File: config.mk
export PLATFORM = sky130hd
export DESIGN_NAME = svpwm_divider
export DESIGN_NICKNAME = d
export VERILOG_FILES = /design/src/rtl/svpwm_duty_generator_unit_defines.svh /design/src/rtl/svpwm_pkg.sv /design/src/rtl/svpwm_divider.sv
export SDC_FILE = /design/constraint.sdc
export NUM_CORES = 2
export LEC_CHECK = 0
export CAP_MARGIN = 40
export CORE_MARGIN = 4
export CORE_UTILIZATION = 55
export DETAILED_ROUTE_END_ITERATION = 10
export DONT_BUFFER_PORTS = 1
export GPL_TIMING_DRIVEN = 0
export PLACE_DENSITY_LB_ADDON = 0.08
export SYNTH_ARGS = -nofsm -noshare
export SYNTH_HDL_FRONTEND = slang
export SYNTH_SLANG_ARGS = --single-unit
File: constraint.sdc
create_clock -name i_clk -period 5.8 [get_ports i_clk]
set_clock_uncertainty 0.05 [all_clocks]
set_input_delay 0.29 -clock i_clk [delete_from_list [all_inputs] [get_ports i_clk]]
set_output_delay 0.29 -clock i_clk [all_outputs]
set_load 0.005 [all_outputs]
File: src/rtl/svpwm_duty_generator_unit_defines.svh
// ----------------------------------------------------------------------------
// SVPWM duty generator assertion macros
// Concurrent checks used by the duty generator; empty when SYNTH is defined.
// ----------------------------------------------------------------------------
`ifndef SVPWM_DUTY_GENERATOR_UNIT_DEFINES_SVH
`define SVPWM_DUTY_GENERATOR_UNIT_DEFINES_SVH

`ifndef SYNTH
// Antecedent implies consequent in the same cycle
`define SVPWM_ASSERT_IMP(label, clk, rst_n, ante, cons) \
    label: assert property (@(posedge clk) disable iff (!rst_n) (ante) |-> (cons)) \
        else $error("svpwm: assertion failed");
// Antecedent implies consequent in the next cycle
`define SVPWM_ASSERT_NXT(label, clk, rst_n, ante, cons) \
    label: assert property (@(posedge clk) disable iff (!rst_n) (ante) |=> (cons)) \
        else $error("svpwm: assertion failed");
`else
`define SVPWM_ASSERT_IMP(label, clk, rst_n, ante, cons)
`define SVPWM_ASSERT_NXT(label, clk, rst_n, ante, cons)
`endif

`endif

File: src/rtl/svpwm_pkg.sv
// ----------------------------------------------------------------------------
// SVPWM package
// Widths, constants and stage payload types shared by the duty generator.
// ----------------------------------------------------------------------------
package svpwm_pkg;

    localparam int VOLT_BITS = 16;
    localparam int DUTY_BITS = 8;
    localparam int CFG_BITS  = 8;
    localparam int PHASES    = 3;
    localparam int Q_FRAC    = 15;

    localparam logic [DUTY_BITS-1:0] DUTY_MAX        = {DUTY_BITS{1'b1}};
    localparam logic [Q_FRAC-1:0]    SQRT3_HALF_Q15  = Q_FRAC'(28378);
    localparam logic [CFG_BITS-1:0]  DEADBAND_RESET  = CFG_BITS'(4);

    // K*b product, phase voltage (2^-15 input LSB), min+max sum, duty numerator t
    localparam int KB_W  = VOLT_BITS + Q_FRAC;
    localparam int PV_W  = VOLT_BITS + Q_FRAC + 1;
    localparam int SUM_W = PV_W + 1;
    localparam int T_W   = PV_W + 4;
    // 2 * v_bus * 2^16 for a positive bus, and t * DUTY_MAX below it
    localparam int DEN_W = VOLT_BITS + 16;
    localparam int NUM_W = DEN_W + DUTY_BITS;
    localparam int CMP_W = (DUTY_BITS > CFG_BITS) ? DUTY_BITS : CFG_BITS;

    typedef struct packed {
        logic safe;
        logic fault;
    } t_flags;

    typedef struct packed {
        logic [PHASES-1:0][PV_W-1:0] v;
        logic [VOLT_BITS-1:0]        bus;
        t_flags                      flags;
    } t_pvolt;

    typedef struct packed {
        logic [PHASES-1:0][NUM_W-1:0] num;
        logic [PHASES-1:0]            lo;
        logic [PHASES-1:0]            hi;
        logic [DEN_W-1:0]             den;
        t_flags                       flags;
    } t_num;

    typedef struct packed {
        logic [PHASES-1:0][NUM_W-1:0]     rem;
        logic [PHASES-1:0][DUTY_BITS-1:0] quo;
        logic [PHASES-1:0]                lo;
        logic [PHASES-1:0]                hi;
        logic [DEN_W-1:0]                 den;
        t_flags                           flags;
    } t_div;

endpackage

File: src/rtl/svpwm_divider.sv
// ----------------------------------------------------------------------------
// SVPWM duty divider
// Restoring division of the scaled numerator by the bus term, one quotient
// bit per stage, all three phases side by side.
// ----------------------------------------------------------------------------
module svpwm_divider import svpwm_pkg::*; (
    input  logic i_clk,
    input  logic i_rst_n,
    input  logic i_valid,
    output logic o_ready,
    input  t_num i_num,
    output logic o_valid,
    input  logic i_ready,
    output t_div o_div
);

    logic [DUTY_BITS-1:0] r_vld;
    logic [DUTY_BITS-1:0] w_vin;
    logic [DUTY_BITS:0]   w_en;
    t_div                 r_st  [DUTY_BITS];
    t_div                 n_st  [DUTY_BITS];
    t_div                 w_src [DUTY_BITS];
    logic [NUM_W-1:0]     w_dsh;

    always_comb begin
        w_en[DUTY_BITS] = i_ready;
        for (int g = DUTY_BITS - 1; g >= 0; g--) begin
            w_en[g] = !r_vld[g] || w_en[g+1];
        end
    end

    assign o_ready = w_en[0];
    assign w_vin   = {r_vld[DUTY_BITS-2:0], i_valid};

    always_comb begin
        w_src[0].rem   = i_num.num;
        w_src[0].quo   = '0;
        w_src[0].lo    = i_num.lo;
        w_src[0].hi    = i_num.hi;
        w_src[0].den   = i_num.den;
        w_src[0].flags = i_num.flags;
        for (int g = 1; g < DUTY_BITS; g++) begin
            w_src[g] = r_st[g-1];
        end
    end

    // stage g decides quotient bit DUTY_BITS-1-g and shifts it in from the right
    always_comb begin
        w_dsh = '0;
        for (int g = 0; g < DUTY_BITS; g++) begin
            n_st[g] = w_src[g];
            w_dsh   = NUM_W'(w_src[g].den) << (DUTY_BITS - 1 - g);
            for (int p = 0; p < PHASES; p++) begin
                if (w_src[g].rem[p] >= w_dsh) begin
                    n_st[g].rem[p] = w_src[g].rem[p] - w_dsh;
                    n_st[g].quo[p] = {w_src[g].quo[p][DUTY_BITS-2:0], 1'b1};
                end else begin
                    n_st[g].quo[p] = {w_src[g].quo[p][DUTY_BITS-2:0], 1'b0};
                end
            end
        end
    end

    always_ff @(posedge i_clk) begin
        if (!i_rst_n) begin
            r_vld <= '0;
        end else begin
            for (int g = 0; g < DUTY_BITS; g++) begin
                if (w_en[g]) begin
                    r_vld[g] <= w_vin[g];
                end
            end
        end
    end

    always_ff @(posedge i_clk) begin
        for (int g = 0; g < DUTY_BITS; g++) begin
            if (w_en[g]) begin
                r_st[g] <= n_st[g];
            end
        end
    end

    assign o_valid = r_vld[DUTY_BITS-1];
    assign o_div   = r_st[DUTY_BITS-1];

endmodule

==> Word-level counts from Yosys, hierarchy flattened <==
Memories as Yosys holds them, arrays and structs flattened.
Index checks and enable logic that the tools add are counted.
Widths: inputs -> output; s select.
{ "word_totals": {"register_bits": 8, "latchBits": 0, "ramBits": 1472, "mem_bits_ro": 0, "input_bits": 164, "word_cells": 137, "mem_count": 1} }
{ "memory_table": {"columns": ["name", "words", "word_bits", "read_ports", "rd_clocked_by_memory_dff", "wr", "line", "text"], "rows": [
  ["r_st", 8, 184, 8, 0, 8, "svpwm_divider.sv:20", "t_div r_st [DUTY_BITS];"]
]} }
{ "op_classes": {"n_addsub": 24, "multipliers": 0, "div_mod_pow": 0, "magnitude_cmp": 24, "eq_ne": 0, "shift": 0, "mux": 64, "n_bitwise": 0, "reduce_logical": 16} }
{ "op_table": {"columns": ["operator", "count"], "rows": [
  ["$mux 40", 24],
  ["$ge 40x32->1", 3],
  ["$ge 40x33->1", 3],
  ["$ge 40x34->1", 3],
  ["$ge 40x35->1", 3],
  ["$ge 40x36->1", 3],
  ["$ge 40x37->1", 3],
  ["$ge 40x38->1", 3],
  ["$ge 40x39->1", 3],
  ["$sub 40x32->40", 3],
  ["$sub 40x33->40", 3],
  ["$sub 40x34->40", 3],
  ["$sub 40x35->40", 3],
  ["$sub 40x36->40", 3],
  ["$sub 40x37->40", 3],
  ["$sub 40x38->40", 3],
  ["$sub 40x39->40", 3],
  ["$mux 1", 40],
  ["$logic_not 1->1", 8],
  ["$logic_or 1x1->1", 8]
]} }

==> Longest topological paths before layout <==
{ "depth": {"ltp_word": 11, "ltp_mapped": 17, "ltp_nobuf": 15} }

==> Least setup slack after synthesis <==
Ideal clock, no wire load.
{ "synth_timing": {"kind": "reg2reg", "from": "reg r_vld[7]", "to": "mem r_st[0][0] (netlist bit), enable pin", "setup_ns": 1.364, "arrival_time_ns": 4.022, "t_required_ns": 4.386, "path_slack_ns": 0.365, "path_stages_with_launch": 7, "n_path_buf": 0, "period_less_slack_ns": 5.435, "path_cell_list": "dfxtp_1 -> nor2b_1 -> and3_1 -> and2_1 -> and3_1 -> and2_1 -> nand2_1"} }
{ "synth_rtl": {"columns": ["element", "line", "text"], "rows": [
  ["start, declared", "svpwm_divider.sv:17", "logic [DUTY_BITS-1:0] r_vld;"],
  ["start signal, assigned by index", "svpwm_divider.sv:70", "r_vld[g] <= w_vin[g];"],
  ["end, declared", "svpwm_divider.sv:20", null]
]} }

==> metrics.md <==
| Metric | Value |
|---|---|
| RSZ-0062 raised after global routing | no |
| Post-synth top flop | edfxtp_1 |
| #FFs+latches synth | 1396 |
| Drt first pass iters | 5 |
| Total track usage | 33.30% |
| Post-DP Area | just under 100000 um^2 |
| Total of max-cap violations | 0 |
| Ports | between 300 and 400 |
| Fin util | between 60% and 70% |
| Area Growth Syn to Fin | 11.50% |
| Post-route cell area | about 100000 um^2 |
| Syn Inst Count | ~9.3k |
| Clock Sink Count | about 1.4k |
| Switching share of power | ~41% |
| Antenna violations before repair | 3 |
| Ratio of cells with drive above 1 in the final layout | 7.498% |
| Routed Antenna Nets | 0 |
| Initial Utilization | 55.61% |
| Via/cell ratio | between 6 and 7 |
| Die Span X | about 420 um |
| Outcome | completed |
| CP max-delay cell | a211oi_1 |
| Most common cell after layout, fill and taps aside | edfxtp_1 |
| DR WL met2 | between 150000 and 200000 um |
| Highest routed metal layer | met4 |
| Min Tclk post-route | 5661 ps |
| Dpl hpwl | 247100 um |
| Netlist cell types | approximately 100 |
| Synth Warn # | 0 |
| Congestion Overflow GR | 0 |
| Avg WL per Cell | 24.93 um |
| Inserted Clock Buffers | 149 |
| Worst Max-Slew Pin Slew | ~1100 ps |
| H-tree depth | 4 |
| Sequential-to-total area share from yosys stat | ~45% |
| Placer Congestion | approximately 1.1 |
| Clock buffer depth | 3 |
| Setup CP Type | register to register |
| Worst Path Required | ~6400 ps |
| IO buf count | 0 |
| P_leak | about 43 nW |
| Endpoints failing setup | 0 |
| Drt total wl | 300000 um |
| Final Power | between 50 and 60 mW |
| Peak Freq | 0.1767 GHz |
| Mapped Avg Cell Area | just over 10 um^2 |
| First-pass GRT wire length | 438900 um |
| Worst Path Arrival | 6220 ps |
| Number of flops mapped to enable cells by yosys | 1388 |
| CP startpoint kind | register |
| Max IR drop VDD | between 0.3 and 0.4 mV |
| CORE AREA | approximately 170000 um^2 |
| Nets | roughly 11k |
| Initial DRC count | around 5.5k |
| Vias post-DR | between 70k and 80k |
| Cell Rows | 150 |
| Fill count | roughly 14k |
| Largest net degree at the start of global routing | between 100 and 150 |
| Slew margin rel. | approximately 27% |
| Worst path max stage delay | around 540 ps |
| CTS tree | yes |
| Postcts setup bufs | 0 |
| Met3 routed WL | 13900 um |
| Period utilization | between 90% and 100% |
| Setup crit end kind | register |
| Critical path peak fanout | 10 |
| Syn_nets | 10.24k |
| Crit path cell chain | ha_1, inv_1, fa_1, a21oi_1, o211ai_1, a211oi_1, o31ai_1, a21oi_1, o311ai_0, a31oi_1, o21ai_0, buf_2, a21oi_4, clkbuf_1, buf_2, nand2_1, o21ai_0 |
| Most frequent cells in the layout | edfxtp_1 (1388), a21oi_1 (889), nand2_1 (832) |
| Sequential share of power | around a third |
| Max Slew Vio Count | 0 |
| Async SR Flop Fraction | 0% |
| Worst path buffer plus inverter count | 4 |
| Cell Area, Synth | just over 90000 um^2 |
| Endpoints failing hold | 0 |
| Internal | about 34 mW |
| Clock-pin slew on the worst setup and hold paths | around 60 ps |
| Hold Crit Class | primary input to register |
| Pwr/cell area | 554.3 nW/um^2 |
| NetSw | between 20 and 25 mW |
| Drc violations | 0 |
| Routed length on met1 | 107600 um |
| Vias in the first global route | between 70k and 80k |
| Top cell family by delay on the critical path | compound AO/OA/AOI/OAI gates |
| Die ar. | roughly 180000 um^2 |
| Clock power share | roughly 17% |
| Clk_lat worst skew | 820 ps |
| Die Y | around 420 um |
| Clock Tree Root | clkbuf_16 |
| Comb power frac | between 50 and 60% |
## Yosys cell counts (all sizes together) (115+ instances only)
cell	count	area share (%)
nand2b	118	0.79
nor2	579	2.3
inv	483	1.9
nor2b	130	0.87
nand3	150	0.80
a21o	483	3.9
o21ai	780	4.2
buf	225	1.7
edfxtp	1388	45
nand2	836	3.4
xor2	355	3.3
mux2	115	1.4
xnor2	406	3.8
ha	768	10
nand4	132	0.88
clkbuf	219	0.88
a21oi	893	4.8
## cell type report
type,instances,area (um^2),area share (%)
antenna,2,5.005,0.004805
buffer,443,2377,2.283
clock buffer,168,3831,3.679
clock inverter,108,1146,1.100
inverter,483,1847,1.773
multi-input combinational,6958,47430,45.54
sequential,1396,41840,40.17
tap,2204,2758,2.648
timing repair buffer,273,2913,2.797
## power by group through the flow
stage	Sequential, mW	Clock, mW	Combinational, mW
CTS	18.8	9.81	28.7
finish	18.9	9.64	29.2
global placement	18.9	0	27.9
detailed placement	19.0	0	28.4
global route	19.2	10.2	31.8
floorplan	17.7	0	20.9
## repair_timing
action                                  CTS  global route
endpoints found under the setup margin   33            23
resized for setup                         3             6
hold endpoints to repair                168             0
hold buffers                            184             0
## sequential cells by signal (all words and copies together) (netlist names)
| name | cells |
|---|---|
| r_st | 1388 |
| r_vld | 8 |
## cell families (layout without fill, tap and decap cells)
kind of cell | after synthesis | after routing | share of synthesized area, %
AOI/OAI and AO/OA | 2845 | 2845 | 18.79
and+or+nand+nor | 2431 | 2431 | 12.46
DFF | 1396 | 1396 | 44.79
buffers and inverters | 927 | 1475 | 4.489
adders and majority gates | 792 | 792 | 10.80
xor gates and xnor gates | 761 | 761 | 7.135
muxes | 129 | 129 | 1.536
other | 0 | 2 | 0
## layer usage
metal	up-vias	track usage (%)
li1	35080	-
met1	34830	35.03
met2	2888	60.23
met3	920	3.517
met4	0	27.07
met5	-	0
## metrics by stage
stage                     std cells  hold WS, ps  worst slack [ps]  TNS [ps]
after floorplan                9281        338.9             364.7         0
after global placement        11490        338.9             -1180   -727150
after detailed placement      11570        338.9            -157.0     -1816
after CTS                     12030        1.351             51.48         0
after global routing          12030        16.57             11.83         0
final                         12040        47.77             139.5         0
## worst paths after layout
path                                   start      endpoint  slack [ps]  depth (start not counted)
worst min-delay path               i_num[31]   r_st[0][31]          50                          1
worst min register to register  r_st[1][427]  r_st[1][612]         360                          0
worst max register to register    r_st[0][2]  r_st[0][323]         140                         17
worst max-delay path              r_st[0][2]  r_st[0][323]         140                         17
(Power assumes the default switching activity.)
