<file path="src/rtl/svpwm_duty_generator_unit_defines.svh">
// ----------------------------------------------------------------------------
// SVPWM duty generator assertion macros
// Concurrent checks used by the duty generator; empty when SYNTH is defined.
// ----------------------------------------------------------------------------
`ifndef SVPWM_DUTY_GENERATOR_UNIT_DEFINES_SVH
`define SVPWM_DUTY_GENERATOR_UNIT_DEFINES_SVH

`ifndef SYNTH
// Antecedent implies consequent in the same cycle
`define SVPWM_ASSERT_IMP(label, clk, rst_n, ante, cons) \
    label: assert property (@(posedge clk) disable iff (!rst_n) (ante) |-> (cons)) \
        else $error("svpwm: assertion failed");
// Antecedent implies consequent in the next cycle
`define SVPWM_ASSERT_NXT(label, clk, rst_n, ante, cons) \
    label: assert property (@(posedge clk) disable iff (!rst_n) (ante) |=> (cons)) \
        else $error("svpwm: assertion failed");
`else
`define SVPWM_ASSERT_IMP(label, clk, rst_n, ante, cons)
`define SVPWM_ASSERT_NXT(label, clk, rst_n, ante, cons)
`endif

`endif

</file>
<file path="src/rtl/svpwm_pkg.sv">
// ----------------------------------------------------------------------------
// SVPWM package
// Widths, constants and stage payload types shared by the duty generator.
// ----------------------------------------------------------------------------
package svpwm_pkg;

    localparam int VOLT_BITS = 16;
    localparam int DUTY_BITS = 8;
    localparam int CFG_BITS  = 8;
    localparam int PHASES    = 3;
    localparam int Q_FRAC    = 15;

    localparam logic [DUTY_BITS-1:0] DUTY_MAX        = {DUTY_BITS{1'b1}};
    localparam logic [Q_FRAC-1:0]    SQRT3_HALF_Q15  = Q_FRAC'(28378);
    localparam logic [CFG_BITS-1:0]  DEADBAND_RESET  = CFG_BITS'(4);

    // K*b product, phase voltage (2^-15 input LSB), min+max sum, duty numerator t
    localparam int KB_W  = VOLT_BITS + Q_FRAC;
    localparam int PV_W  = VOLT_BITS + Q_FRAC + 1;
    localparam int SUM_W = PV_W + 1;
    localparam int T_W   = PV_W + 4;
    // 2 * v_bus * 2^16 for a positive bus, and t * DUTY_MAX below it
    localparam int DEN_W = VOLT_BITS + 16;
    localparam int NUM_W = DEN_W + DUTY_BITS;
    localparam int CMP_W = (DUTY_BITS > CFG_BITS) ? DUTY_BITS : CFG_BITS;

    typedef struct packed {
        logic safe;
        logic fault;
    } t_flags;

    typedef struct packed {
        logic [PHASES-1:0][PV_W-1:0] v;
        logic [VOLT_BITS-1:0]        bus;
        t_flags                      flags;
    } t_pvolt;

    typedef struct packed {
        logic [PHASES-1:0][NUM_W-1:0] num;
        logic [PHASES-1:0]            lo;
        logic [PHASES-1:0]            hi;
        logic [DEN_W-1:0]             den;
        t_flags                       flags;
    } t_num;

    typedef struct packed {
        logic [PHASES-1:0][NUM_W-1:0]     rem;
        logic [PHASES-1:0][DUTY_BITS-1:0] quo;
        logic [PHASES-1:0]                lo;
        logic [PHASES-1:0]                hi;
        logic [DEN_W-1:0]                 den;
        t_flags                           flags;
    } t_div;

endpackage

</file>
<file path="src/rtl/svpwm_offset.sv">
// ----------------------------------------------------------------------------
// SVPWM min-max offset
// Three stages: min+max of the phases, duty numerator per phase, then the
// range check and the scaled numerator for the divider.
// ----------------------------------------------------------------------------
module svpwm_offset import svpwm_pkg::*; (
    input  logic   i_clk,
    input  logic   i_rst_n,
    input  logic   i_valid,
    output logic   o_ready,
    input  t_pvolt i_pv,
    output logic   o_valid,
    input  logic   i_ready,
    output t_num   o_num
);

    typedef struct packed {
        logic [PHASES-1:0][PV_W-1:0] v;
        logic [SUM_W-1:0]            sum;
        logic [VOLT_BITS-1:0]        bus;
        t_flags                      flags;
    } t_sum;

    typedef struct packed {
        logic [PHASES-1:0][T_W-1:0] t;
        logic [DEN_W-1:0]           den;
        t_flags                     flags;
    } t_tval;

    logic  r_v3;
    logic  r_v4;
    logic  r_v5;
    t_sum  r_s3;
    t_sum  n_s3;
    t_tval r_s4;
    t_tval n_s4;
    t_num  r_s5;
    t_num  n_s5;
    logic  w_en3;
    logic  w_en4;
    logic  w_en5;

    logic signed [PV_W-1:0]  w_p0;
    logic signed [PV_W-1:0]  w_p1;
    logic signed [PV_W-1:0]  w_p2;
    logic signed [PV_W-1:0]  w_mx;
    logic signed [PV_W-1:0]  w_mn;
    logic signed [PV_W-1:0]  w_v;
    logic signed [SUM_W-1:0] w_sum;
    logic signed [VOLT_BITS-1:0] w_bus;
    logic [DEN_W-1:0]        w_tl;

    assign w_en5   = !r_v5 || i_ready;
    assign w_en4   = !r_v4 || w_en5;
    assign w_en3   = !r_v3 || w_en4;
    assign o_ready = w_en3;

    always_comb begin
        w_p0 = $signed(i_pv.v[0]);
        w_p1 = $signed(i_pv.v[1]);
        w_p2 = $signed(i_pv.v[2]);
        w_mx = w_p0;
        w_mn = w_p0;
        if (w_p1 > w_mx) begin
            w_mx = w_p1;
        end
        if (w_p2 > w_mx) begin
            w_mx = w_p2;
        end
        if (w_p1 < w_mn) begin
            w_mn = w_p1;
        end
        if (w_p2 < w_mn) begin
            w_mn = w_p2;
        end
        n_s3.v     = i_pv.v;
        n_s3.sum   = SUM_W'(w_mx) + SUM_W'(w_mn);
        n_s3.bus   = i_pv.bus;
        n_s3.flags = i_pv.flags;
    end

    // t = 2 * (2v - (max + min)) + v_bus * 2^16
    always_comb begin
        w_sum = $signed(r_s3.sum);
        w_bus = $signed(r_s3.bus);
        w_v   = '0;
        for (int p = 0; p < PHASES; p++) begin
            w_v = $signed(r_s3.v[p]);
            n_s4.t[p] = (T_W'(w_v) <<< 2) - (T_W'(w_sum) <<< 1) + (T_W'(w_bus) <<< 16);
        end
        n_s4.den   = {r_s3.bus[VOLT_BITS-2:0], {(DEN_W-VOLT_BITS+1){1'b0}}};
        n_s4.flags = r_s3.flags;
    end

    // clamp at or below zero and at or above the full scale; scale the rest by DUTY_MAX
    always_comb begin
        w_tl = '0;
        for (int p = 0; p < PHASES; p++) begin
            w_tl        = r_s4.t[p][DEN_W-1:0];
            n_s5.lo[p]  = r_s4.t[p][T_W-1] || (r_s4.t[p] == '0);
            n_s5.hi[p]  = !n_s5.lo[p] && (r_s4.t[p] >= T_W'(r_s4.den));
            n_s5.num[p] = {w_tl, {DUTY_BITS{1'b0}}} - NUM_W'(w_tl);
        end
        n_s5.den   = r_s4.den;
        n_s5.flags = r_s4.flags;
    end

    always_ff @(posedge i_clk) begin
        if (!i_rst_n) begin
            r_v3 <= 1'b0;
            r_v4 <= 1'b0;
            r_v5 <= 1'b0;
        end else begin
            if (w_en3) begin
                r_v3 <= i_valid;
            end
            if (w_en4) begin
                r_v4 <= r_v3;
            end
            if (w_en5) begin
                r_v5 <= r_v4;
            end
        end
    end

    always_ff @(posedge i_clk) begin
        if (w_en3) begin
            r_s3 <= n_s3;
        end
        if (w_en4) begin
            r_s4 <= n_s4;
        end
        if (w_en5) begin
            r_s5 <= n_s5;
        end
    end

    assign o_valid = r_v5;
    assign o_num   = r_s5;

endmodule

</file>
<file path="config.mk">
export PLATFORM = sky130hd
export DESIGN_NAME = svpwm_offset
export DESIGN_NICKNAME = d
export VERILOG_FILES = /design/src/rtl/svpwm_duty_generator_unit_defines.svh /design/src/rtl/svpwm_pkg.sv /design/src/rtl/svpwm_offset.sv
export SDC_FILE = /design/constraint.sdc
export NUM_CORES = 1
export LEC_CHECK = 0
export BUFFER_PORTS_ARGS = -buffer_cell sky130_fd_sc_hd__buf_2
export CELL_PAD_IN_SITES_DETAIL_PLACEMENT = 0
export CELL_PAD_IN_SITES_GLOBAL_PLACEMENT = 1
export CORE_ASPECT_RATIO = 1.5
export CORE_UTILIZATION = 23
export DETAILED_ROUTE_END_ITERATION = 16
export PLACE_DENSITY = 0.52
export SLEW_MARGIN = 20
export SYNTH_ARGS = -nofsm -noshare
export SYNTH_HDL_FRONTEND = slang
export SYNTH_SLANG_ARGS = --single-unit
export TNS_END_PERCENT = 20
</file>
<file path="constraint.sdc">
create_clock -name i_clk -period 20.2 [get_ports i_clk]
set_input_delay 2.02 -clock i_clk [delete_from_list [all_inputs] [get_ports i_clk]]
set_output_delay 2.02 -clock i_clk [all_outputs]
set_load 0.02 [all_outputs]
</file>
Word level (Yosys, flattened, before mapping)
Index checks and enable logic that the tools add are counted.

Bits of input ports: 118. Output and inout port bits: 162. Word-level logic and storage cells: 63. Register bits after elaboration: 418.

Reduce and logical (&&, ||, !) cells: 18. Magnitude comparators: 7. Add/sub/neg operators: 10. Muxes and demuxes: 4.

Operator list (number): 32-bit two-way mux (4); 40-bit by 32-bit subtractor with 40-bit output (3); 35-bit by 32-bit adder with 36-bit output (3); 36-bit by 32-bit greater-or-equal comparator with 1-bit output (3); 36-bit zero test (3); 34-bit by 34-bit subtractor with 35-bit output (3); 32-bit > comparator (2); 32-bit less-than comparator (2); 32-bit by 32-bit adder with 33-bit output (1); 1-bit zero test (6); 1-bit logical OR (6); 1-bit logical AND (3).

Logic depth before layout (Yosys ltp)
Gate-level depths: netlist (run 1).

Depth in word-level cells: 5. Mapped depth: 37. Gate-level depth less buffers: 34.

Worst setup path before layout (run 1)
Ideal clock, no wire load.

Path type: in2reg. Start: in i_pv[47] (netlist name). End: reg r_s3, in the netlist w_sum[31] (data pin). Slack: 10.716 ns. Data arrival time: 9.222 ns. Setup time: 0.262 ns. Cell stages on the path: 35. Data required time: 19.938 ns. Buffers on the path: 3. Cells stage by stage: inv_1 -> ha_1 -> and3_1 -> nand4_1 -> or2_2 -> o221ai_2 -> o21bai_1 -> mux2_1 -> buf_2 -> a31oi_4 -> buf_6 -> mux2i_1 -> ha_1 -> a21o_1 -> a21oi_1 -> nor2b_1 -> o21ai_0 -> nand2b_1 -> a211oi_1 -> o22ai_1 -> or4_1 -> mux2i_1 -> buf_4 -> mux2i_1 -> ha_1 -> a21o_1 -> a21o_1 -> a2111oi_0 -> o21a_1 -> o311a_1 -> nor3_1 -> a311o_1 -> a31oi_1 -> o21bai_1 -> xor2_1.

RTL lines: from (decl) (line svpwm_offset.sv:11) `input t_pvolt i_pv,`; to (signal assigned) (line svpwm_offset.sv:128) `r_s3 <= n_s3;`; to (decl) (line svpwm_offset.sv:33) `t_sum r_s3;`.

==> results of run 1 <==
==> layer usage <==
layer	wire (µm)	GRT usage [%]	share of wire [%]
met1	39690	16.05	39
met4	4012	5.891	3.9
met2	55650	29.91	54
met3	3002	2.281	2.9
met5	285	0	0.28
==> registers in the layout, indices dropped and copies added (netlist names) <==
register	cells
w_v	32
r_s3	64
r_v3	1
n_s5	17
r_v4	1
o_num	138
w_bus	16
n_s4	2
r_s4	103
o_valid	1
w_sum	33
==> kinds of logic (layout without fill, tap and decap cells) <==
kind of cell	after synthesis	count (layout)	share of synthesized area, %
buffers and inverters	433	746	5.845
adders and majority gates	440	440	19.66
other	1	27	0.01246
xor gates and xnor gates	222	222	6.460
DFF	408	408	40.61
and+or+nand+nor	520	520	8.918
AOI/OAI and AO/OA	635	635	14.16
muxes	130	130	4.336
==> layout make-up <==
class	instances	area, µm²
fill	13780	94900
multi-input combinational	1967	16240
sequential	408	12220
tap	1722	2155
inverter	395	1488
timing repair buffer	272	1394
clock buffer	48	1136
clock inverter	31	382.9
antenna	7	17.52
==> where the power goes <==
group | switching [W] | internal, W | total (W)
registers | 0.000289 | 0.00149 | 0.00178
clock network | 0.000375 | 0.000500 | 0.000875
logic | 0.00234 | 0.00157 | 0.00391
==> cells in the mapped netlist (5+ instances only) <==
library cell	n	area share, %
sky130_fd_sc_hd__fa_1	55	3.7
sky130_fd_sc_hd__or4_1	6	0.15
sky130_fd_sc_hd__xor2_1	50	1.5
sky130_fd_sc_hd__a221o_1	5	0.17
sky130_fd_sc_hd__o22ai_1	5	0.10
sky130_fd_sc_hd__a31oi_1	20	0.42
sky130_fd_sc_hd__a2111oi_0	12	0.35
sky130_fd_sc_hd__o21ai_1	9	0.15
sky130_fd_sc_hd__or2_2	7	0.15
sky130_fd_sc_hd__buf_4	28	0.70
sky130_fd_sc_hd__xnor2_1	172	5.0
sky130_fd_sc_hd__nand2b_1	35	0.73
sky130_fd_sc_hd__o21ai_0	86	1.4
sky130_fd_sc_hd__inv_1	395	4.9
sky130_fd_sc_hd__nand2_1	97	1.2
sky130_fd_sc_hd__nor3_1	56	0.93
sky130_fd_sc_hd__nor3b_1	5	0.12
sky130_fd_sc_hd__a21o_1	126	3.1
sky130_fd_sc_hd__nor2b_1	26	0.54
sky130_fd_sc_hd__a221oi_1	6	0.17
sky130_fd_sc_hd__o211ai_1	13	0.32
sky130_fd_sc_hd__and4_1	8	0.23
sky130_fd_sc_hd__o21a_1	45	1.1
sky130_fd_sc_hd__o31ai_1	8	0.20
sky130_fd_sc_hd__buf_2	5	0.083
sky130_fd_sc_hd__and3_1	20	0.42
sky130_fd_sc_hd__nor4_1	16	0.33
sky130_fd_sc_hd__nor2_1	123	1.5
sky130_fd_sc_hd__ha_1	385	16
sky130_fd_sc_hd__a31o_2	6	0.17
sky130_fd_sc_hd__and2_1	8	0.17
sky130_fd_sc_hd__a21boi_0	6	0.15
sky130_fd_sc_hd__a21oi_1	185	3.1
sky130_fd_sc_hd__or3_1	21	0.44
sky130_fd_sc_hd__mux2i_1	127	4.2
sky130_fd_sc_hd__edfxtp_1	405	40
sky130_fd_sc_hd__o21bai_1	30	0.75
sky130_fd_sc_hd__nand3_1	33	0.55
sky130_fd_sc_hd__a211oi_1	14	0.35
sky130_fd_sc_hd__nand4_1	41	0.85
==> placed cells by master, fill, tap and decap left out, types with 86 or more instances in the layout <==
cell,count
sky130_fd_sc_hd__inv_1,394
sky130_fd_sc_hd__buf_2,259
sky130_fd_sc_hd__nand2_1,96
sky130_fd_sc_hd__nor2_1,123
sky130_fd_sc_hd__a21o_1,126
sky130_fd_sc_hd__a21oi_1,185
sky130_fd_sc_hd__ha_1,385
sky130_fd_sc_hd__o21ai_0,86
sky130_fd_sc_hd__xnor2_1,172
sky130_fd_sc_hd__mux2i_1,126
sky130_fd_sc_hd__edfxtp_1,405
==> through the flow <==
step / hold WS [ns] / power (W) / instances
finish: 0.4232 / 0.006568 / 4850
global route: 0.4347 / 0.007102 / 4850
CTS: 0.4246 / 0.006676 / 4843
detailed placement: 0.4074 / 0.005756 / 4764
global placement: 0.4034 / 0.005773 / 4764
floorplan: 0.4003 / 0.004457 / 2808
==> worst max-delay path by stage <==
stage,endpoint,slack (ns),startpoint,cells past startpoint
final,w_sum[30]$_DFFE_PP_,7.53,i_pv[49],33
after global routing,w_sum[30]$_DFFE_PP_,7.18,i_pv[49],33
after CTS,w_sum[30]$_DFFE_PP_,7.35,i_pv[49],33
after detailed placement,w_sum[30]$_DFFE_PP_,6.69,i_pv[49],33
after global placement,w_sum[30]$_DFFE_PP_,6.79,i_pv[49],36
after floorplan,w_sum[31]$_DFFE_PP_,10.72,i_pv[47],35
==> worst register-to-register path: stages, from the launching register on <==
cell and delay, ns:
sky130_fd_sc_hd__edfxtp_1 0.67, sky130_fd_sc_hd__inv_1 0.28, sky130_fd_sc_hd__ha_1 0.30, sky130_fd_sc_hd__and3_1 0.18
sky130_fd_sc_hd__nand4_1 0.11, sky130_fd_sc_hd__a31oi_1 0.31, sky130_fd_sc_hd__o22ai_1 0.24, sky130_fd_sc_hd__o21a_1 0.30
sky130_fd_sc_hd__or2_2 0.33, sky130_fd_sc_hd__a31oi_1 0.51, sky130_fd_sc_hd__o21a_1 0.32, sky130_fd_sc_hd__nor3_1 0.10
sky130_fd_sc_hd__xnor2_1 0.36
==> PnR_summary.wiki, run 1 <==
{| class="wikitable"
! Metric !! Value
|-
| Aggregate routed wire length || 102,600 µm
|-
| Slowest CP cell || sky130_fd_sc_hd__nor4_1
|-
| Worst VDD drop || 0.00006960 V
|-
| Total buffers and inverters traversed by the critical path || 5
|-
| Average detailed-routed wire length per instance || 21.16 µm
|-
| Capturing element type of the critical path || register
|-
| Ratio of final minimum period to clock period || 62.73%
|-
| Floorplan row count || 162
|-
| Count of nets left with antenna violations after detail routing || 0
|-
| Post-route standard cell area excluding fillers || 0.03503 mm²
|-
| R2r worst-path depth || 12
|-
| Number of enable-type register cells in the synthesized netlist || 405
|-
| Grt ovf || 0
|-
| Result of the run || complete, no violations
|-
| Area enclosed by the die boundary || 0.1323 mm²
|-
| Min-Delay Path Class || register to register
|-
| Average size of a mapped cell || 10.79 µm²
|-
| Crit-path leading delay family || compound AO/OA/AOI/OAI gates
|-
| Share of cells above drive strength 1 || 12.56%
|-
| Number of cells traversed by the worst hold path || 0
|-
| Launching element type of the critical path || primary input
|-
| Count of final setup violators || 0
|-
| Placed cell areas || 0.03349 mm²
|-
| # DRC || 0
|-
| Vias in the first global route || 22,600
|-
| Clock root cell || sky130_fd_sc_hd__clkbuf_16
|-
| Startpoint of the worst-slack reg-to-reg timing path || r_s4[35]$_DFFE_PP_
|-
| Setup slack of the worst register-to-register path || 15.96 ns
|-
| Number of iterations in the first detailed-routing pass || 7
|-
| Fraction of the core area covered by cells at the end of the flow || 26.96%
|-
| Number of failing hold endpoints at the final stage || 0
|-
| Cell count after synthesis || 2,789
|-
| Area of the mapped netlist || 0.03010 mm²
|-
| Wire length of the first global-routing pass || 147,900 µm
|-
| Proportion of synthesized chip area in sequential cells || 40.61%
|-
| Startpoint of the worst hold path || n_s5[1]$_DFFE_PP_
|-
| Die extent in x || 297.4 µm
|-
| Critical path class || primary input to register
|-
| Slew HR || 25.54%
|-
| Power per unit of standard cell area || 187.5 mW/mm²
|-
| Insertion delay to the later sink of the worst-skew pair || 0.61 ns
|-
| Area of the placeable core || 0.1299 mm²
|-
| Antenna violations before repair || 27
|-
| Maximum fanout encountered on the critical timing path || 32
|-
| Worst reg2reg endpoint || o_num[153]$_DFFE_PP_
|-
| Worst-case setup slack after placement || 6.692 ns
|-
| Ports || 280
|-
| Post-route setup slack || 7.528 ns
|-
| Number of buffer cells added on primary ports || 259
|-
| H-tree depth reported by CTS || 2
|-
| Slew at the pin closest to its max-slew limit || 1.107 ns
|-
| Clk sinks || 408
|-
| CP Data Required Time || 20.52 ns
|-
| CTS Hold Buffers Added || 0
|-
| Placed wire-length estimate || 87,200 µm
|-
| Top flip-flop cell by instance count after synthesis || sky130_fd_sc_hd__edfxtp_1
|-
| Worst hold endpoint || o_num[1]$_DFFE_PP_
|-
| Maximum root-to-sink buffer count || 3
|-
| Number of synthesis warnings || 0
|-
| Vias || 21,420
|-
| Maximum Capacitance Violations || 0
|-
| Arrival time at the worst endpoint || 12.99 ns
|-
| Setup repair after global routing missed its margin || false
|-
| Initial detailed-routing violation count || 1,024
|-
| Total negative setup slack || 0 ns
|-
| Lkg Pwr || 15.94 nW
|-
| Unique masters post-synth || 89
|-
| Largest net degree at the start of global routing || 77
|-
| Final GP Congestion || 0.8760
|-
| CTS clk-pin slew, worst paths || 0.06 ns
|-
| Max-slew violation count || 0
|-
| Number of vias per cell || 4.417
|-
| CTS buffer count || 43
|-
| Delay of the slowest cell on the worst path || 1.00 ns
|-
| CTS tree || built
|-
| Post_cts resized || 0
|-
| Area growth from synthesis to final layout || 16.40%
|-
| Setup Fix Bufs, Post-CTS || 0
|-
| Max Clock Freq || 0.07891 GHz
|-
| Starting density of the core || 23.16%
|-
| Nets || 3,645
|-
| Total global routing track utilization || 15.25%
|-
| Share of flip-flops with an asynchronous set or reset || 0%
|-
| Die span in y || 445.0 µm
|-
| Min cycle time layout || 12.67 ns
|-
| Worst clock skew || 0.02516 ns
|-
| Register bit count reported by yosys || 408
|}
Note: power is estimated with default switching activity, not from simulation.
==> run 2, diff against run 1 <==
- ABC_AREA: unset -> 1
- PLACE_DENSITY: 0.52 -> 0.53
- clock period: 20.2 -> 12.4 ns (I/O delays scaled with it)
==> PnR_summary.wiki, run 2 <==
{| class="wikitable"
! Metric !! Value
|-
| Yosys top cell by area || sky130_fd_sc_hd__edfxtp_1
|-
| Result of the run || complete, no violations
|-
| Slew at the pin closest to its max-slew limit || 1.069 ns (-0.03739 ns)
|-
| Count of nets left with antenna violations after detail routing || 0 (unchanged)
|-
| CTS Hold Buffers Added || 0 (unchanged)
|-
| Largest net degree at the start of global routing || 79 (+2.6%)
|-
| Cell count after synthesis || 3,303 (+18%)
|-
| Delay of the slowest cell on the worst path || 0.85 ns (-0.15 ns)
|-
| Worst clock skew || 0.02247 ns (-0.002688 ns)
|-
| Cell Count Post-Placement || 5,275 (+11%)
|-
| Average size of a mapped cell || 9.210 µm² (-15%)
|-
| Proportion of synthesized chip area in sequential cells || 40.18% (-0.43 points)
|-
| # DRC || 0 (unchanged)
|-
| Power per unit of standard cell area || 315.8 mW/mm² (+68%)
|-
| Number of iterations in the first detailed-routing pass || 5 (-2)
|-
| Final GP Congestion || 0.8823 (+0.72%)
|-
| Initial detailed-routing violation count || 1,050 (+2.5%)
|-
| Lkg Pwr || 16.36 nW (+2.7%)
|-
| Total buffers and inverters traversed by the critical path || 5 (unchanged)
|-
| Number of failing hold endpoints at the final stage || 0 (unchanged)
|-
| Most common library cells after synthesis || sky130_fd_sc_hd__inv_1 (542), sky130_fd_sc_hd__nand2_1 (531), sky130_fd_sc_hd__edfxtp_1 (405), sky130_fd_sc_hd__ha_1 (385), sky130_fd_sc_hd__a21oi_1 (293)
|-
| Ports || 280 (unchanged)
|-
| Commonest non-fill, non-tap cells in the layout || sky130_fd_sc_hd__inv_1 (541), sky130_fd_sc_hd__nand2_1 (528), sky130_fd_sc_hd__edfxtp_1 (405), sky130_fd_sc_hd__ha_1 (385), sky130_fd_sc_hd__a21oi_1 (293)
|-
| Post-Layout Cell Count || 5,362 (+11%)
|-
| Number of flip-flops under the largest register name || 138 (unchanged)
|-
| Total negative setup slack || 0 ns (unchanged)
|-
| Insertion delay to the later sink of the worst-skew pair || 0.63 ns (+0.02 ns)
|-
| Number of vias per cell || 4.357 (-1.4%)
|-
| Share of Yosys cell area claimed by the top area cell type || 39.98% (-0.43 points)
|-
| Ratio of final minimum period to clock period || 75.95%
|-
| Capturing element type of the critical path || register
|-
| Critical path class || primary input to register
|-
| Share of flip-flops with an asynchronous set or reset || 0% (unchanged)
|-
| Count of filler cells inserted in the layout || 14,290 (+3.7%)
|-
| Worst VDD drop || 0.0001200 V (+72%)
|-
| Biggest area contributors in the synthesized netlist || sky130_fd_sc_hd__edfxtp_1 (40%), sky130_fd_sc_hd__ha_1 (16%), sky130_fd_sc_hd__inv_1 (6.7%), sky130_fd_sc_hd__nand2_1 (6.6%), sky130_fd_sc_hd__a21oi_1 (4.8%)
|-
| Grt ovf || 0 (unchanged)
|-
| Area of the placeable core || 0.1313 mm² (+1.1%)
|-
| H-tree depth reported by CTS || 2 (unchanged)
|-
| CTS buffer count || 45 (+4.7%)
|-
| Area of the mapped netlist || 0.03042 mm² (+1.1%)
|-
| CTS clk-pin slew, worst paths || 0.06 ns (about the same)
|-
| Total global routing track utilization || 15.55% (+0.30 points)
|-
| Average detailed-routed wire length per instance || 19.74 µm (-6.7%)
|-
| Number of buffer cells added on primary ports || 259 (unchanged)
|-
| Number of enable-type register cells in the synthesized netlist || 405 (unchanged)
|-
| Multi-input logic area || 0.01591 mm² (-2.0%)
|-
| Setup repair after global routing missed its margin || false
|-
| Max-slew violation count || 0 (unchanged)
|-
| Most used standard cell by instance count after synthesis || sky130_fd_sc_hd__inv_1
|-
| Min-Delay Path Class || register to register
|-
| Floorplan row count || 163 (+0.62%)
|-
| Post_cts resized || 0 (unchanged)
|-
| Maximum fanout encountered on the critical timing path || 27 (-16%)
|-
| Top flip-flop cell by instance count after synthesis || sky130_fd_sc_hd__edfxtp_1
|-
| Antenna violations before repair || 31 (+15%)
|-
| Launching element type of the critical path || primary input
|-
| CP Data Required Time || 12.77 ns (-7.75 ns)
|-
| Die span in y || 447.4 µm (+0.53%)
|-
| Slew HR || 28.06% (+2.5 points)
|-
| Crit-path leading delay family || simple AND/OR/NAND/NOR gates
|-
| Maximum Capacitance Violations || 0 (unchanged)
|-
| Aggregate routed wire length || 105,900 µm (+3.1%)
|-
| CTS tree || built
|-
| Share of cells above drive strength 1 || 11.06% (-1.5 points)
|-
| Most common cell after layout, fill and taps aside || sky130_fd_sc_hd__inv_1
|-
| Arrival time at the worst endpoint || 9.79 ns (-3.20 ns)
|-
| Die extent in x || 298.9 µm (+0.53%)
|-
| Vias in the first global route || 24,340 (+7.7%)
|-
| Area taken by flip-flops and latches || 0.01222 mm² (unchanged)
|-
| Wire length of the first global-routing pass || 154,200 µm (+4.2%)
|-
| Starting density of the core || 23.16% (about the same)
|-
| Maximum root-to-sink buffer count || 3 (unchanged)
|-
| Area enclosed by the die boundary || 0.1338 mm² (+1.1%)
|-
| Setup Fix Bufs, Post-CTS || 0 (unchanged)
|-
| Slowest CP cell || sky130_fd_sc_hd__nor4_1
|-
| Register bit count reported by yosys || 408 (unchanged)
|-
| Cell seen most often among critical-path stages || sky130_fd_sc_hd__nand2_1
|-
| Count of final setup violators || 0 (unchanged)
|-
| Clock root cell || sky130_fd_sc_hd__clkbuf_16
|-
| Area growth from synthesis to final layout || 16.26%
|-
| Tot Pwr || 0.01117 W (+70%)
|-
| Min cycle time layout || 9.418 ns
|-
| Clk sinks || 408 (unchanged)
|-
| Vias || 23,360 (+9.1%)
|-
| Nets || 4,148 (+14%)
|-
| Max Clock Freq || 0.1062 GHz
|-
| Unique masters post-synth || 59 (-34%)
|-
| Placed wire-length estimate || 91,530 µm (+5.0%)
|-
| Number of synthesis warnings || 0 (unchanged)
|}
==> run 2: cell count changes after synthesis, sizes merged, moves of 111 or more <==
| cell | before | now |
|---|---|---|
| nand3 | 33 | 144 |
| mux2i | 127 | 0 |
| nand2 | 97 | 535 |
| o21ai | 97 | 244 |
| inv | 395 | 543 |
| a21oi | 186 | 303 |
| a21o | 126 | 8 |
==> run 2: worst paths after layout <==
path	to	start	slack [ns]	cells after the start
worst min-delay path	o_num[0]$_DFFE_PP_	n_s5[0]$_DFFE_PP_	0.42	0
worst max register to register	r_s4[102]$_DFFE_PP_	w_bus[0]$_DFFE_PP_	7.94	17
worst max-delay path	w_sum[32]$_DFFE_PP_	i_pv[49]	2.98	38
worst min register to register	o_num[0]$_DFFE_PP_	n_s5[0]$_DFFE_PP_	0.42	0
==> run 2: report_power, final <==
part / internal (W) / total (W) / switching [W]
logic: 0.00237 / 0.00684 / 0.00447
registers: 0.00246 / 0.00287 / 0.000416
clock network: 0.000839 / 0.00146 / 0.000619
total: 0.00566 / 0.0112 / 0.00550
==> run 2: through the flow <==
step                util [%]  hold WS, ns  cell area, µm²  setup WS, ns
global route           26.93       0.4444           35360         2.406
detailed placement     25.71       0.4045           33760         2.155
global placement       25.71       0.4005           33760         2.160
CTS                    26.92       0.4196           35350         2.820
floorplan                  -       0.4003           30490         3.288
finish                 26.93       0.4194           35370         2.982
==> run 2: layout make-up <==
type / count / share of cell area (%)
Clock buffer: 48 / 3.276
Sequential cell: 408 / 34.56
Clock inverter: 34 / 1.224
Inverter: 545 / 5.791
Multi-Input combinational cell: 2317 / 44.99
Antenna cell: 5 / 0.03538
Timing Repair Buffer: 273 / 3.998
Tap cell: 1732 / 6.128
==> run 2: routing by layer <==
metal / GRT usage, % / part of all wire, %
met3: 2.190 / 3.3
met4: 5.677 / 3.7
met1: 16.51 / 39
met2: 30.55 / 54
met5: 0 / 0.19
==> run 2: cell families (layout without fill, tap and decap cells) <==
family	count (synthesis)	in the layout	share of synthesized area [%]
compound gates	678	678	12.64
other cells	1	25	0.01233
fa+ha+maj	440	440	19.45
xor+xnor	233	233	6.708
simple gates	946	946	13.19
flops	408	408	40.18
buf+inv	597	900	7.811
